[config.mk]
export PLATFORM = sky130hd
export DESIGN_NAME = icmp_probe_reply_filter_unit
export DESIGN_NICKNAME = d
export VERILOG_FILES = /design/src/hw/rtl/iprf_pkg.sv /design/src/hw/rtl/icmp_probe_reply_filter_unit.sv
export SDC_FILE = /design/constraint.sdc
export NUM_CORES = 1
export LEC_CHECK = 0
export ABC_AREA = 1
export BUFFER_PORTS_ARGS = -buffer_cell sky130_fd_sc_hd__buf_2
export CAP_MARGIN = 20
export CORE_UTILIZATION = 55
export CTS_CLUSTER_SIZE = 28
export DETAILED_ROUTE_END_ITERATION = 10
export HOLD_SLACK_MARGIN = 0.05
export PLACE_DENSITY = 0.73
export SLEW_MARGIN = 5
export SYNTH_ARGS = -nofsm -noshare
export SYNTH_HDL_FRONTEND = slang
export SYNTH_SLANG_ARGS = --single-unit
[constraint.sdc]
create_clock -name clk -period 9.2 [get_ports clk]
set_input_delay 1.84 -clock clk [delete_from_list [all_inputs] [get_ports clk]]
set_output_delay 1.84 -clock clk [all_outputs]
set_load 0.02 [all_outputs]
[src/hw/rtl/iprf_pkg.sv]
// ----------------------------------------------------------------------------
// iprf_pkg
// Types and constants for the ICMP probe reply filter.
// ----------------------------------------------------------------------------
`default_nettype none

package iprf_pkg;

    localparam int CAPTURE_BYTES = 64;
    localparam int COUNT_W       = $clog2(CAPTURE_BYTES + 1);
    // Offsets reach outer (60) + 8 + quoted (60) + 7, so eight bits suffice
    localparam int POS_W         = 8;

    localparam logic [15:0] OUR_IDENT_RESET = 16'h534D;
    localparam logic [3:0]  NIBBLE_MASK     = 4'h0F;
    localparam int          MIN_PACKET      = 28;
    localparam int          MIN_IP_HEADER   = 20;
    localparam logic [7:0]  UDP_PROTOCOL    = 8'd17;

    localparam logic [7:0] TYPE_ECHO_REPLY    = 8'd0;
    localparam logic [7:0] TYPE_ECHO          = 8'd8;
    localparam logic [7:0] TYPE_TIME_EXCEEDED = 8'd11;

    localparam int CFG_IDX_W  = 3;
    localparam int CFG_DATA_W = 16;

    typedef enum logic [CFG_IDX_W-1:0] {
        REG_ARMED          = 3'd0,
        REG_PROBE_SEQUENCE = 3'd1,
        REG_PROBE_IDENT    = 3'd2,
        REG_UDP_PROBE_MODE = 3'd3,
        REG_UDP_SRC_PORT   = 3'd4,
        REG_UDP_DST_PORT   = 3'd5
    } cfg_reg_t;

    typedef enum logic [1:0] {
        VERDICT_NOT_OURS      = 2'd0,
        VERDICT_ECHO_REPLY    = 2'd1,
        VERDICT_TIME_EXCEEDED = 2'd2
    } verdict_t;

    typedef struct packed {
        logic [7:0]  packet_byte;
        logic        last_byte;
        logic [31:0] sender_address;
    } pkt_beat_t;

    typedef struct packed {
        verdict_t    verdict;
        logic [31:0] hop_address;
    } result_t;

endpackage

`default_nettype wire

[src/hw/rtl/icmp_probe_reply_filter_unit.sv]
// ----------------------------------------------------------------------------
// icmp_probe_reply_filter_unit
// Byte-wide IPv4 ICMP parser that flags replies to our outstanding probe.
// ----------------------------------------------------------------------------
// Channel  Dir  Handshake            Payload
// pkt      in   pkt_valid/pkt_ready  pkt_data   (packet_byte, last_byte, sender)
// res      out  res_valid/res_ready  res_data   (verdict, hop_address)
// cfg      in   cfg_we               cfg_index, cfg_data
//
// One packet byte is taken every cycle while pkt_ready is high; parse state updates on the same edge.
// The verdict for a packet is registered on the edge that takes its last byte
// and drives res straight from that register.
// pkt_ready drops only while a result is held and res_ready is low.
// Asynchronous active-low reset clears parse state and loads register defaults.
// ----------------------------------------------------------------------------
`default_nettype none

module icmp_probe_reply_filter_unit
    import iprf_pkg::*;
(
    input  wire logic                  clk,
    input  wire logic                  rst_n,
    input  wire logic                  pkt_valid,
    output logic                       pkt_ready,
    input  wire pkt_beat_t             pkt_data,
    output logic                       res_valid,
    input  wire logic                  res_ready,
    output result_t                    res_data,
    input  wire logic                  cfg_we,
    input  wire logic [CFG_IDX_W-1:0]  cfg_index,
    input  wire logic [CFG_DATA_W-1:0] cfg_data
);

    // configuration
    logic        armed_reg;
    logic [15:0] probe_sequence_reg;
    logic [15:0] probe_ident_reg;
    logic        udp_probe_mode_reg;
    logic [15:0] udp_source_port_reg;
    logic [15:0] udp_dest_port_reg;

    // parse state
    logic [COUNT_W-1:0] byte_count_reg, byte_count_next;
    logic [5:0]  outer_len_reg, outer_len_next;
    logic [5:0]  inner_len_reg, inner_len_next;
    logic [7:0]  outer_type_reg, outer_type_next;
    logic [15:0] reply_ident_reg, reply_ident_next;
    logic [15:0] reply_seq_reg, reply_seq_next;
    logic [7:0]  q_proto_reg, q_proto_next;
    logic [15:0] q_first_reg, q_first_next;
    logic [15:0] q_second_reg, q_second_next;
    logic [7:0]  q_type_reg, q_type_next;
    logic [15:0] q_ident_reg, q_ident_next;
    logic [15:0] q_seq_reg, q_seq_next;

    logic        res_valid_reg, res_valid_next;
    result_t     res_data_reg, res_data_next;

    logic        accept;
    logic [7:0]  b;
    logic [POS_W-1:0] pos, inner_pos, q_pos, n;
    verdict_t    verdict;

    function automatic logic [15:0] take_word(input logic [15:0] w,
                                              input logic [POS_W-1:0] at,
                                              input logic [POS_W-1:0] p,
                                              input logic [7:0] d);
        logic [15:0] r;
        r = w;
        if (p == at)
            r = {d, w[7:0]};
        if (p == at + POS_W'(1))
            r = {w[15:8], d};
        return r;
    endfunction

    assign pkt_ready = !res_valid_reg || res_ready;
    assign accept    = pkt_valid && pkt_ready;
    assign b         = pkt_data.packet_byte;
    assign pos       = POS_W'(byte_count_reg);

    // Field capture for the current byte; later offsets see lengths taken
    // from this same byte.
    always_comb
    begin
        byte_count_next = byte_count_reg;
        outer_len_next  = outer_len_reg;
        inner_len_next  = inner_len_reg;
        outer_type_next = outer_type_reg;
        reply_ident_next = reply_ident_reg;
        reply_seq_next  = reply_seq_reg;
        q_proto_next    = q_proto_reg;
        q_first_next    = q_first_reg;
        q_second_next   = q_second_reg;
        q_type_next     = q_type_reg;
        q_ident_next    = q_ident_reg;
        q_seq_next      = q_seq_reg;
        inner_pos       = POS_W'(outer_len_reg) + POS_W'(8);
        q_pos           = inner_pos + POS_W'(inner_len_reg);

        if (byte_count_reg < COUNT_W'(CAPTURE_BYTES))
        begin
            byte_count_next = byte_count_reg + COUNT_W'(1);
            if (byte_count_reg == '0)
                outer_len_next = {b[3:0] & NIBBLE_MASK, 2'b00};
            if (pos == POS_W'(outer_len_next))
                outer_type_next = b;
            reply_ident_next = take_word(reply_ident_reg,
                                         POS_W'(outer_len_next) + POS_W'(4), pos, b);
            reply_seq_next   = take_word(reply_seq_reg,
                                         POS_W'(outer_len_next) + POS_W'(6), pos, b);
            inner_pos = POS_W'(outer_len_next) + POS_W'(8);
            if (pos == inner_pos)
                inner_len_next = {b[3:0] & NIBBLE_MASK, 2'b00};
            q_pos = inner_pos + POS_W'(inner_len_next);
            if (pos >= inner_pos)
            begin
                if (pos == inner_pos + POS_W'(9))
                    q_proto_next = b;
                if (pos == q_pos)
                    q_type_next = b;
                q_first_next  = take_word(q_first_reg,  q_pos,              pos, b);
                q_second_next = take_word(q_second_reg, q_pos + POS_W'(2), pos, b);
                q_ident_next  = take_word(q_ident_reg,  q_pos + POS_W'(4), pos, b);
                q_seq_next    = take_word(q_seq_reg,    q_pos + POS_W'(6), pos, b);
            end
        end
    end

    // Verdict from the state as it stands after this byte
    always_comb
    begin
        n       = POS_W'(byte_count_next);
        verdict = VERDICT_NOT_OURS;
        if (armed_reg && n >= POS_W'(MIN_PACKET)
            && n >= POS_W'(outer_len_next) + POS_W'(8))
        begin
            if (outer_type_next == TYPE_ECHO_REPLY)
            begin
                if (reply_ident_next == probe_ident_reg
                    && reply_seq_next == probe_sequence_reg)
                    verdict = VERDICT_ECHO_REPLY;
            end
            else if (outer_type_next == TYPE_TIME_EXCEEDED
                     && n >= inner_pos + POS_W'(MIN_IP_HEADER + 8)
                     && n >= q_pos + POS_W'(8))
            begin
                if (udp_probe_mode_reg)
                begin
                    if (q_proto_next == UDP_PROTOCOL
                        && q_first_next == udp_source_port_reg
                        && q_second_next == udp_dest_port_reg)
                        verdict = VERDICT_TIME_EXCEEDED;
                end
                else if (q_type_next == TYPE_ECHO && q_ident_next == probe_ident_reg
                         && q_seq_next == probe_sequence_reg)
                    verdict = VERDICT_TIME_EXCEEDED;
            end
        end
    end

    always_comb
    begin
        res_valid_next = res_valid_reg && !res_ready;
        res_data_next  = res_data_reg;
        if (accept && pkt_data.last_byte)
        begin
            res_valid_next            = 1'b1;
            res_data_next.verdict     = verdict;
            res_data_next.hop_address = (verdict != VERDICT_NOT_OURS)
                                        ? pkt_data.sender_address : 32'd0;
        end
    end

    always_ff @(posedge clk or negedge rst_n)
    begin
        if (!rst_n)
        begin
            armed_reg           <= 1'b0;
            probe_sequence_reg  <= 16'd0;
            probe_ident_reg     <= OUR_IDENT_RESET;
            udp_probe_mode_reg  <= 1'b0;
            udp_source_port_reg <= 16'd0;
            udp_dest_port_reg   <= 16'd0;
        end
        else if (cfg_we)
        begin
            unique case (cfg_index)
                REG_ARMED:          armed_reg           <= cfg_data[0];
                REG_PROBE_SEQUENCE: probe_sequence_reg  <= cfg_data;
                REG_PROBE_IDENT:    probe_ident_reg     <= cfg_data;
                REG_UDP_PROBE_MODE: udp_probe_mode_reg  <= cfg_data[0];
                REG_UDP_SRC_PORT:   udp_source_port_reg <= cfg_data;
                REG_UDP_DST_PORT:   udp_dest_port_reg   <= cfg_data;
                default: ;
            endcase
        end
    end

    always_ff @(posedge clk or negedge rst_n)
    begin
        if (!rst_n)
        begin
            byte_count_reg  <= '0;
            outer_len_reg   <= '0;
            inner_len_reg   <= '0;
            outer_type_reg  <= '0;
            reply_ident_reg <= '0;
            reply_seq_reg   <= '0;
            q_proto_reg     <= '0;
            q_first_reg     <= '0;
            q_second_reg    <= '0;
            q_type_reg      <= '0;
            q_ident_reg     <= '0;
            q_seq_reg       <= '0;
        end
        else if (accept)
        begin
            if (pkt_data.last_byte)
            begin
                byte_count_reg  <= '0;
                outer_len_reg   <= '0;
                inner_len_reg   <= '0;
                outer_type_reg  <= '0;
                reply_ident_reg <= '0;
                reply_seq_reg   <= '0;
                q_proto_reg     <= '0;
                q_first_reg     <= '0;
                q_second_reg    <= '0;
                q_type_reg      <= '0;
                q_ident_reg     <= '0;
                q_seq_reg       <= '0;
            end
            else
            begin
                byte_count_reg  <= byte_count_next;
                outer_len_reg   <= outer_len_next;
                inner_len_reg   <= inner_len_next;
                outer_type_reg  <= outer_type_next;
                reply_ident_reg <= reply_ident_next;
                reply_seq_reg   <= reply_seq_next;
                q_proto_reg     <= q_proto_next;
                q_first_reg     <= q_first_next;
                q_second_reg    <= q_second_next;
                q_type_reg      <= q_type_next;
                q_ident_reg     <= q_ident_next;
                q_seq_reg       <= q_seq_next;
            end
        end
    end

    always_ff @(posedge clk or negedge rst_n)
    begin
        if (!rst_n)
            res_valid_reg <= 1'b0;
        else
            res_valid_reg <= res_valid_next;
    end

    always_ff @(posedge clk)
    begin
        res_data_reg <= res_data_next;
    end

    assign res_valid = res_valid_reg;
    assign res_data  = res_data_reg;

    // checks
    a_count_bound: assert property (@(posedge clk) disable iff (!rst_n)
        byte_count_reg <= COUNT_W'(CAPTURE_BYTES))
        else $error("byte count past capture window");

    a_clear_after_last: assert property (@(posedge clk) disable iff (!rst_n)
        accept && pkt_data.last_byte |=> byte_count_reg == '0 && res_valid_reg)
        else $error("state not cleared or no result after last beat");

    a_hop_zero: assert property (@(posedge clk) disable iff (!rst_n)
        res_valid_reg && res_data_reg.verdict == VERDICT_NOT_OURS
        |-> res_data_reg.hop_address == 32'd0)
        else $error("hop address set on rejected packet");

    a_verdict_armed: assert property (@(posedge clk) disable iff (!rst_n)
        accept && pkt_data.last_byte && !armed_reg |=> res_data_reg.verdict == VERDICT_NOT_OURS)
        else $error("verdict given while not armed");

    a_no_overrun: assert property (@(posedge clk) disable iff (!rst_n)
        res_valid_reg && !res_ready |-> !pkt_ready)
        else $error("beat taken while result stalled");

endmodule

`default_nettype wire
# Yosys cells after proc, flatten, opt, wreduce, memory -nomap -nowiden
# Index checks and enable logic that the tools add are counted.
# W data, S select, Z words.
# word_totals
word_cells	162
reg_bits	240
# classes
add_sub_neg	20
order_cmp	6
n_mux	59
n_eq_ne	29
reduce_logical	27
# ops
operator	n
$mux W16	28
$eq A16 B16 Y1	6
$mux W8	12
$eq A7 B8 Y1	11
$mux W6	8
$add A8 B1 Y8 const B	4
$add A6 B4 Y7 const B	3
$eq A7 B7 Y1	3
$mux W7	3
$add A7 B1 Y8 const B	2
$add A7 B6 Y8	2
$add A8 B3 Y8 const B	2
$eq A8 B4 Y1 const B	2
$ge A7 B8 Y1	2
$add A6 B3 Y7 const B	2
$ge A7 B7 Y1	2
$reduce_and A2 Y1	7
$logic_and A1 B1 Y1	12
$mux W2	6
$add A7 B4 Y8 const B	1
$add A8 B2 Y8 const B	1
$add A8 B4 Y8 const B	1
$add A8 B5 Y8 const B	1
$eq A8 B5 Y1 const B	1
other kinds (14)	19

# Logic depth before layout (Yosys ltp)
# logic_depth
word_depth	23
mapped_depth	52
depth_no_buf	49

# Least setup slack after synthesis
# OpenSTA, ideal clock, no wires.
# synth_timing
path_kind	input port to flip-flop
startpoint	input pkt_data[36] in the netlist's numbering
endpoint	register res_data_reg, in the netlist res_data[10] (data pin)
setup_ps	263
slack_ps	2004
t_required_ps	8937
cell_stages	43
arrival_time_ps	6933
path_cell_list	clkbuf_1 -> nand4_1 -> nand2_2 -> buf_6 -> inv_4 -> nand2_2 -> nand2_4 -> ha_1 -> nand2_1 -> inv_1 -> nand3_1 -> clkbuf_1 -> inv_1 -> nor2_1 -> ha_1 -> inv_1 -> fa_1 -> nand2_1 -> [7 not listed] -> inv_2 -> nand2_1 -> nand2_1 -> nand2_1 -> nand3_1 -> nor2_4 -> nand3_2 -> buf_6 -> nand2_1 -> o21ai_2 -> xor2_1 -> nand3_1 -> nor2_1 -> nand3_1 -> nand2_1 -> nand3_2 -> buf_2 -> a21oi_2
# synth_between
elab_chain_cells	22
# synth_rtl
item	line	text
start: declaration	icmp_probe_reply_filter_unit.sv:25	input wire pkt_beat_t pkt_data,
$mux W6	icmp_probe_reply_filter_unit.sv:104	if (byte_count_reg == '0)
$mux W6	icmp_probe_reply_filter_unit.sv:101	if (byte_count_reg < COUNT_W'(CAPTURE_BYTES))
$add A6 B4 Y7	icmp_probe_reply_filter_unit.sv:112	inner_pos = POS_W'(outer_len_next) + POS_W'(8);
$eq A7 B7 Y1	icmp_probe_reply_filter_unit.sv:113	if (pos == inner_pos)
$mux W6	icmp_probe_reply_filter_unit.sv:113	
$mux W6	icmp_probe_reply_filter_unit.sv:101	
$add A7 B6 Y8	icmp_probe_reply_filter_unit.sv:115	q_pos = inner_pos + POS_W'(inner_len_next);
$add A8 B3 Y8	icmp_probe_reply_filter_unit.sv:124	q_ident_next = take_word(q_ident_reg, q_pos + POS_W'(4), pos, b);
[6 not listed]	-	
$logic_and A1 B1 Y1	icmp_probe_reply_filter_unit.sv:155	else if (q_type_next == TYPE_ECHO && q_ident_next == probe_ident_reg
$logic_and A1 B1 Y1	icmp_probe_reply_filter_unit.sv:156	&& q_seq_next == probe_sequence_reg)
$mux W2	icmp_probe_reply_filter_unit.sv:155	
$mux W2	icmp_probe_reply_filter_unit.sv:148	if (udp_probe_mode_reg)
$mux W2	icmp_probe_reply_filter_unit.sv:144	else if (outer_type_next == TYPE_TIME_EXCEEDED
$mux W2	icmp_probe_reply_filter_unit.sv:138	if (outer_type_next == TYPE_ECHO_REPLY)
$mux W2 (*)	icmp_probe_reply_filter_unit.sv:135	if (armed_reg && n >= POS_W'(MIN_PACKET)
$reduce_bool A2 Y1 (*)	icmp_probe_reply_filter_unit.sv:170	res_data_next.hop_address = (verdict != VERDICT_NOT_OURS)
end signal: assignment	icmp_probe_reply_filter_unit.sv:262	res_data_reg <= res_data_next;
end: declaration	icmp_probe_reply_filter_unit.sv:57	result_t res_data_reg, res_data_next;
# Every way passes the cells marked *; elsewhere a longest branch is shown, timed or not. The select of a mux whose other input is x is not followed.
# A chain may end at the register's enable or synchronous reset.

# Final worst setup path
# layout_timing
startpoint	input pkt_data[34] in the netlist's numbering
endpoint	register res_data_reg, in the netlist res_data[31] (data pin)
# Same word-level chain as after synthesis.

==> results_dict.tcl <==
set metrics [dict create \
    root_buffer "clkbuf_16" \
    peakVddDrop_v 0.0001407 \
    area_growth_pct 9.942 \
    core_mm2 0.02894 \
    num_io_pins 101 \
    tritoncts "done" \
    min_from "q_proto_reg[2]" \
    setup_violations 0 \
    required_ns 9.47 \
    cts.sinks 240 \
    io_buffers 100 \
    drcViolationCount 0 \
    grt_pass1_vias 14750 \
    nets 2435 \
    r2r-start "byte_count_reg[1]" \
    drive_above_1_share_pct 11.62 \
    p_leak_uw 0.009095 \
    fin_ws_ns 0.9924 \
    synth-edff-count 34 \
    fin_setup_tns_ns 0 \
    post-route-period-util_pct 89.21 \
    cp_slowest_stage_delay_ns 0.44 \
    syn_area_per_cell_um2 7.288 \
    use_met1_pct 46.57 \
    largest_reg_flops 34 \
    status "complete, no violations" \
    dpl_cell_area_mm2 0.01703 \
    place_ws_ns 0.6474 \
    finalWirelength_um 49650 \
    grt_usage_pct 33.23 \
    power-per-cell-area_mw_per_mm2 226.7 \
    crit_fanout 33 \
    dp_hpwl_um 35540 \
    cp_common_cell "nand2_1" \
    wl_per_cell_um 18.34 \
    antenna_left 0 \
    cts_made_buffers 27 \
    ys_seq_elements 240 \
    min_period_ns 8.208 \
    rows 62 \
    grt-ovfl-total 0 \
    clk_latency_ns 0.54 \
    die-area_mm2 0.03028 \
    postCtsHoldBufs 0 \
    max_cap_viol_count 0 \
    drtIter0Drc 1437 \
    ys.flop_type "dfrtp_1" \
    startpoint_type "primary input" \
    fmax_mhz 121.8 \
    yosys_warnings 0 \
    rsz0062_at_grt "no" \
    relSlewSlack_pct 22.40 \
    vias 15480 \
    stdcell_area_mm2 0.01789 \
    met3_usage_pct 3.762 \
    antenna_found_initial 0 \
    clkTransAtPathRegs_ns 0.06 \
    synth_nets 2366 \
    cp-end-kind "flip-flop" \
    grt_first_pass_wirelength_um 79520 \
    viasPerCell 5.717 \
    postCtsResizedCells 0 \
    yosysUniqueCellTypes 55 \
    die_w_um 174.0 \
    netlist_area_mm2 0.01627 \
    antenna_cells 0 \
    hp-class "flip-flop to flip-flop" \
    whs_ns 0.4849 \
    tightest_slew_ns 1.164 \
    cp.arrival_ns 8.47 \
    maxSlewViolCount 0 \
    dr.pass1.iters 6 \
    top_usage_layer "met2" \
    finalClockSkew_ns 0.009994 \
    grt_max_degree 101 \
    gp_congestion 0.9615 \
    async_reset_ff_share_pct 85.83 \
    path_class "primary input to flip-flop" \
    seq_area_frac_synth_pct 38.01 \
    worst_setup_path_startpoint "pkt_data[34]" \
    initial_core_util_pct 56.24 \
    cp_slowest_cell "o21ai_0" \
    grt_use_met2_pct 54.23 \
    cts_max_level 1 \
    postCtsSetupRepairBufs 0 \
    clock_path_buffers 3 \
    hold_viol 0 \
    synthCells 2233 \
    die_h_um 174.0 \
]
==> metal layers <==
layer  share of wire (%)  vias up
li1                    -     7442
met1                  43     7229
met2                  46      717
met3                 8.4       88
met4                 2.9        0
met5                   0        -
==> cell type report <==
class | count | area, um2
Fill cell | 2611 | 11040
Multi-Input combinational cell | 1591 | 8484
Tap cell | 384 | 480.5
Clock buffer | 38 | 747.0
Timing Repair Buffer | 124 | 693.2
Clock inverter | 12 | 101.3
Inverter | 318 | 1199
Sequential cell | 240 | 6186
==> stage by stage <==
step           util, %  power, uW  instances
6_report         61.83       4055       2707
5_1_grt          61.83       4327       2707
4_1_cts          61.79       4034       2706
3_5_place_dp     58.86       2995       2656
3_3_place_gp     58.86       2974       2656
2_1_floorplan        -       2549       2233
==> synthesized netlist by cell type (2+ instances only) <==
library cell    n  share of area [%]
nand2_1       629                 15
inv_1         303                7.0
dfrtp_1       198                 30
nand3_1       190                5.8
o21ai_0       168                5.2
nor2_1        128                3.0
o22ai_1        86                3.3
ha_1           66                5.1
clkbuf_1       57                1.3
xor2_1         51                2.7
nand4_1        46                1.8
edfxtp_1       34                6.3
a21oi_2        29                1.6
a21oi_1        25               0.77
o21ai_1        23               0.71
xnor2_1        22                1.2
nand3b_1       20               0.92
nand2_2        15               0.58
a22o_1         13               0.70
buf_2          13               0.40
nor3_1         12               0.37
dfstp_2         8                1.3
inv_2           8               0.18
buf_4           7               0.32
buf_6           7               0.48
nor2_2          7               0.27
clkinv_1        5               0.12
nand2_4         5               0.35
nor2_4          5               0.35
o21a_1          5               0.23
or2_2           5               0.19
nand3_2         4               0.25
o21ai_2         4               0.22
nor4_1          3               0.12
o211ai_1        3               0.14
o21bai_1        3               0.14
xor2_2          3               0.30
a311oi_1        2               0.11
a31oi_1         2              0.077
fa_1            2               0.25
nand3_4         2               0.22
nor3_2          2               0.12
==> worst max-delay path: cells and delay by family <==
kind	cells	cell delay [ns]
AO/OA/AOI/OAI	2	0.58
buffers and inverters	8	1.20
AND/OR/NAND/NOR	23	3.23
adder cells (fa/ha/maj)	5	1.57
==> power breakdown <==
part	total, uW	leakage (uW)	internal (uW)	switching (uW)
clock	1040	0.000407	596	441
combinational	1730	0.00561	553	1180
sequential	1290	0.00308	1190	97.9
total	4060	0.00909	2340	1720
==> kinds of logic after synthesis <==
| group | after synthesis | share of synthesized area (%) |
|---|---|---|
| adders and majority gates | 68 | 5.321 |
| and+or+nand+nor | 1079 | 29.20 |
| xor gates and xnor gates | 76 | 4.229 |
| buffers and inverters | 402 | 9.880 |
| AOI/OAI and AO/OA | 368 | 13.36 |
| DFF | 240 | 38.01 |
==> layout by cell type, fill, tap and decap left out, types with 46 or more instances in the layout <==
cell | synthesis | routed
nand4_1 | 46 | 46
xor2_1 | 51 | 51
o21ai_0 | 168 | 168
o22ai_1 | 86 | 86
inv_1 | 303 | 301
nand2_1 | 629 | 629
ha_1 | 66 | 66
nand3_1 | 190 | 190
nor2_1 | 128 | 126
buf_2 | 13 | 99
dfrtp_1 | 198 | 198
==> final timing paths <==
check / end / cells after the start / slack [ns]
hold / removal: q_proto_reg[2] / 2 / 0.48
setup / recovery: res_data[31] / 38 / 0.99
min in group asynchronous: udp_source_port_reg[5] / 1 / 1.36
setup reg to reg: res_data[31] / 46 / 1.07
hold reg to reg: q_proto_reg[2] / 2 / 0.48
max in group asynchronous: q_ident_reg[8] / 3 / 5.88
(Power assumes the default switching activity.)
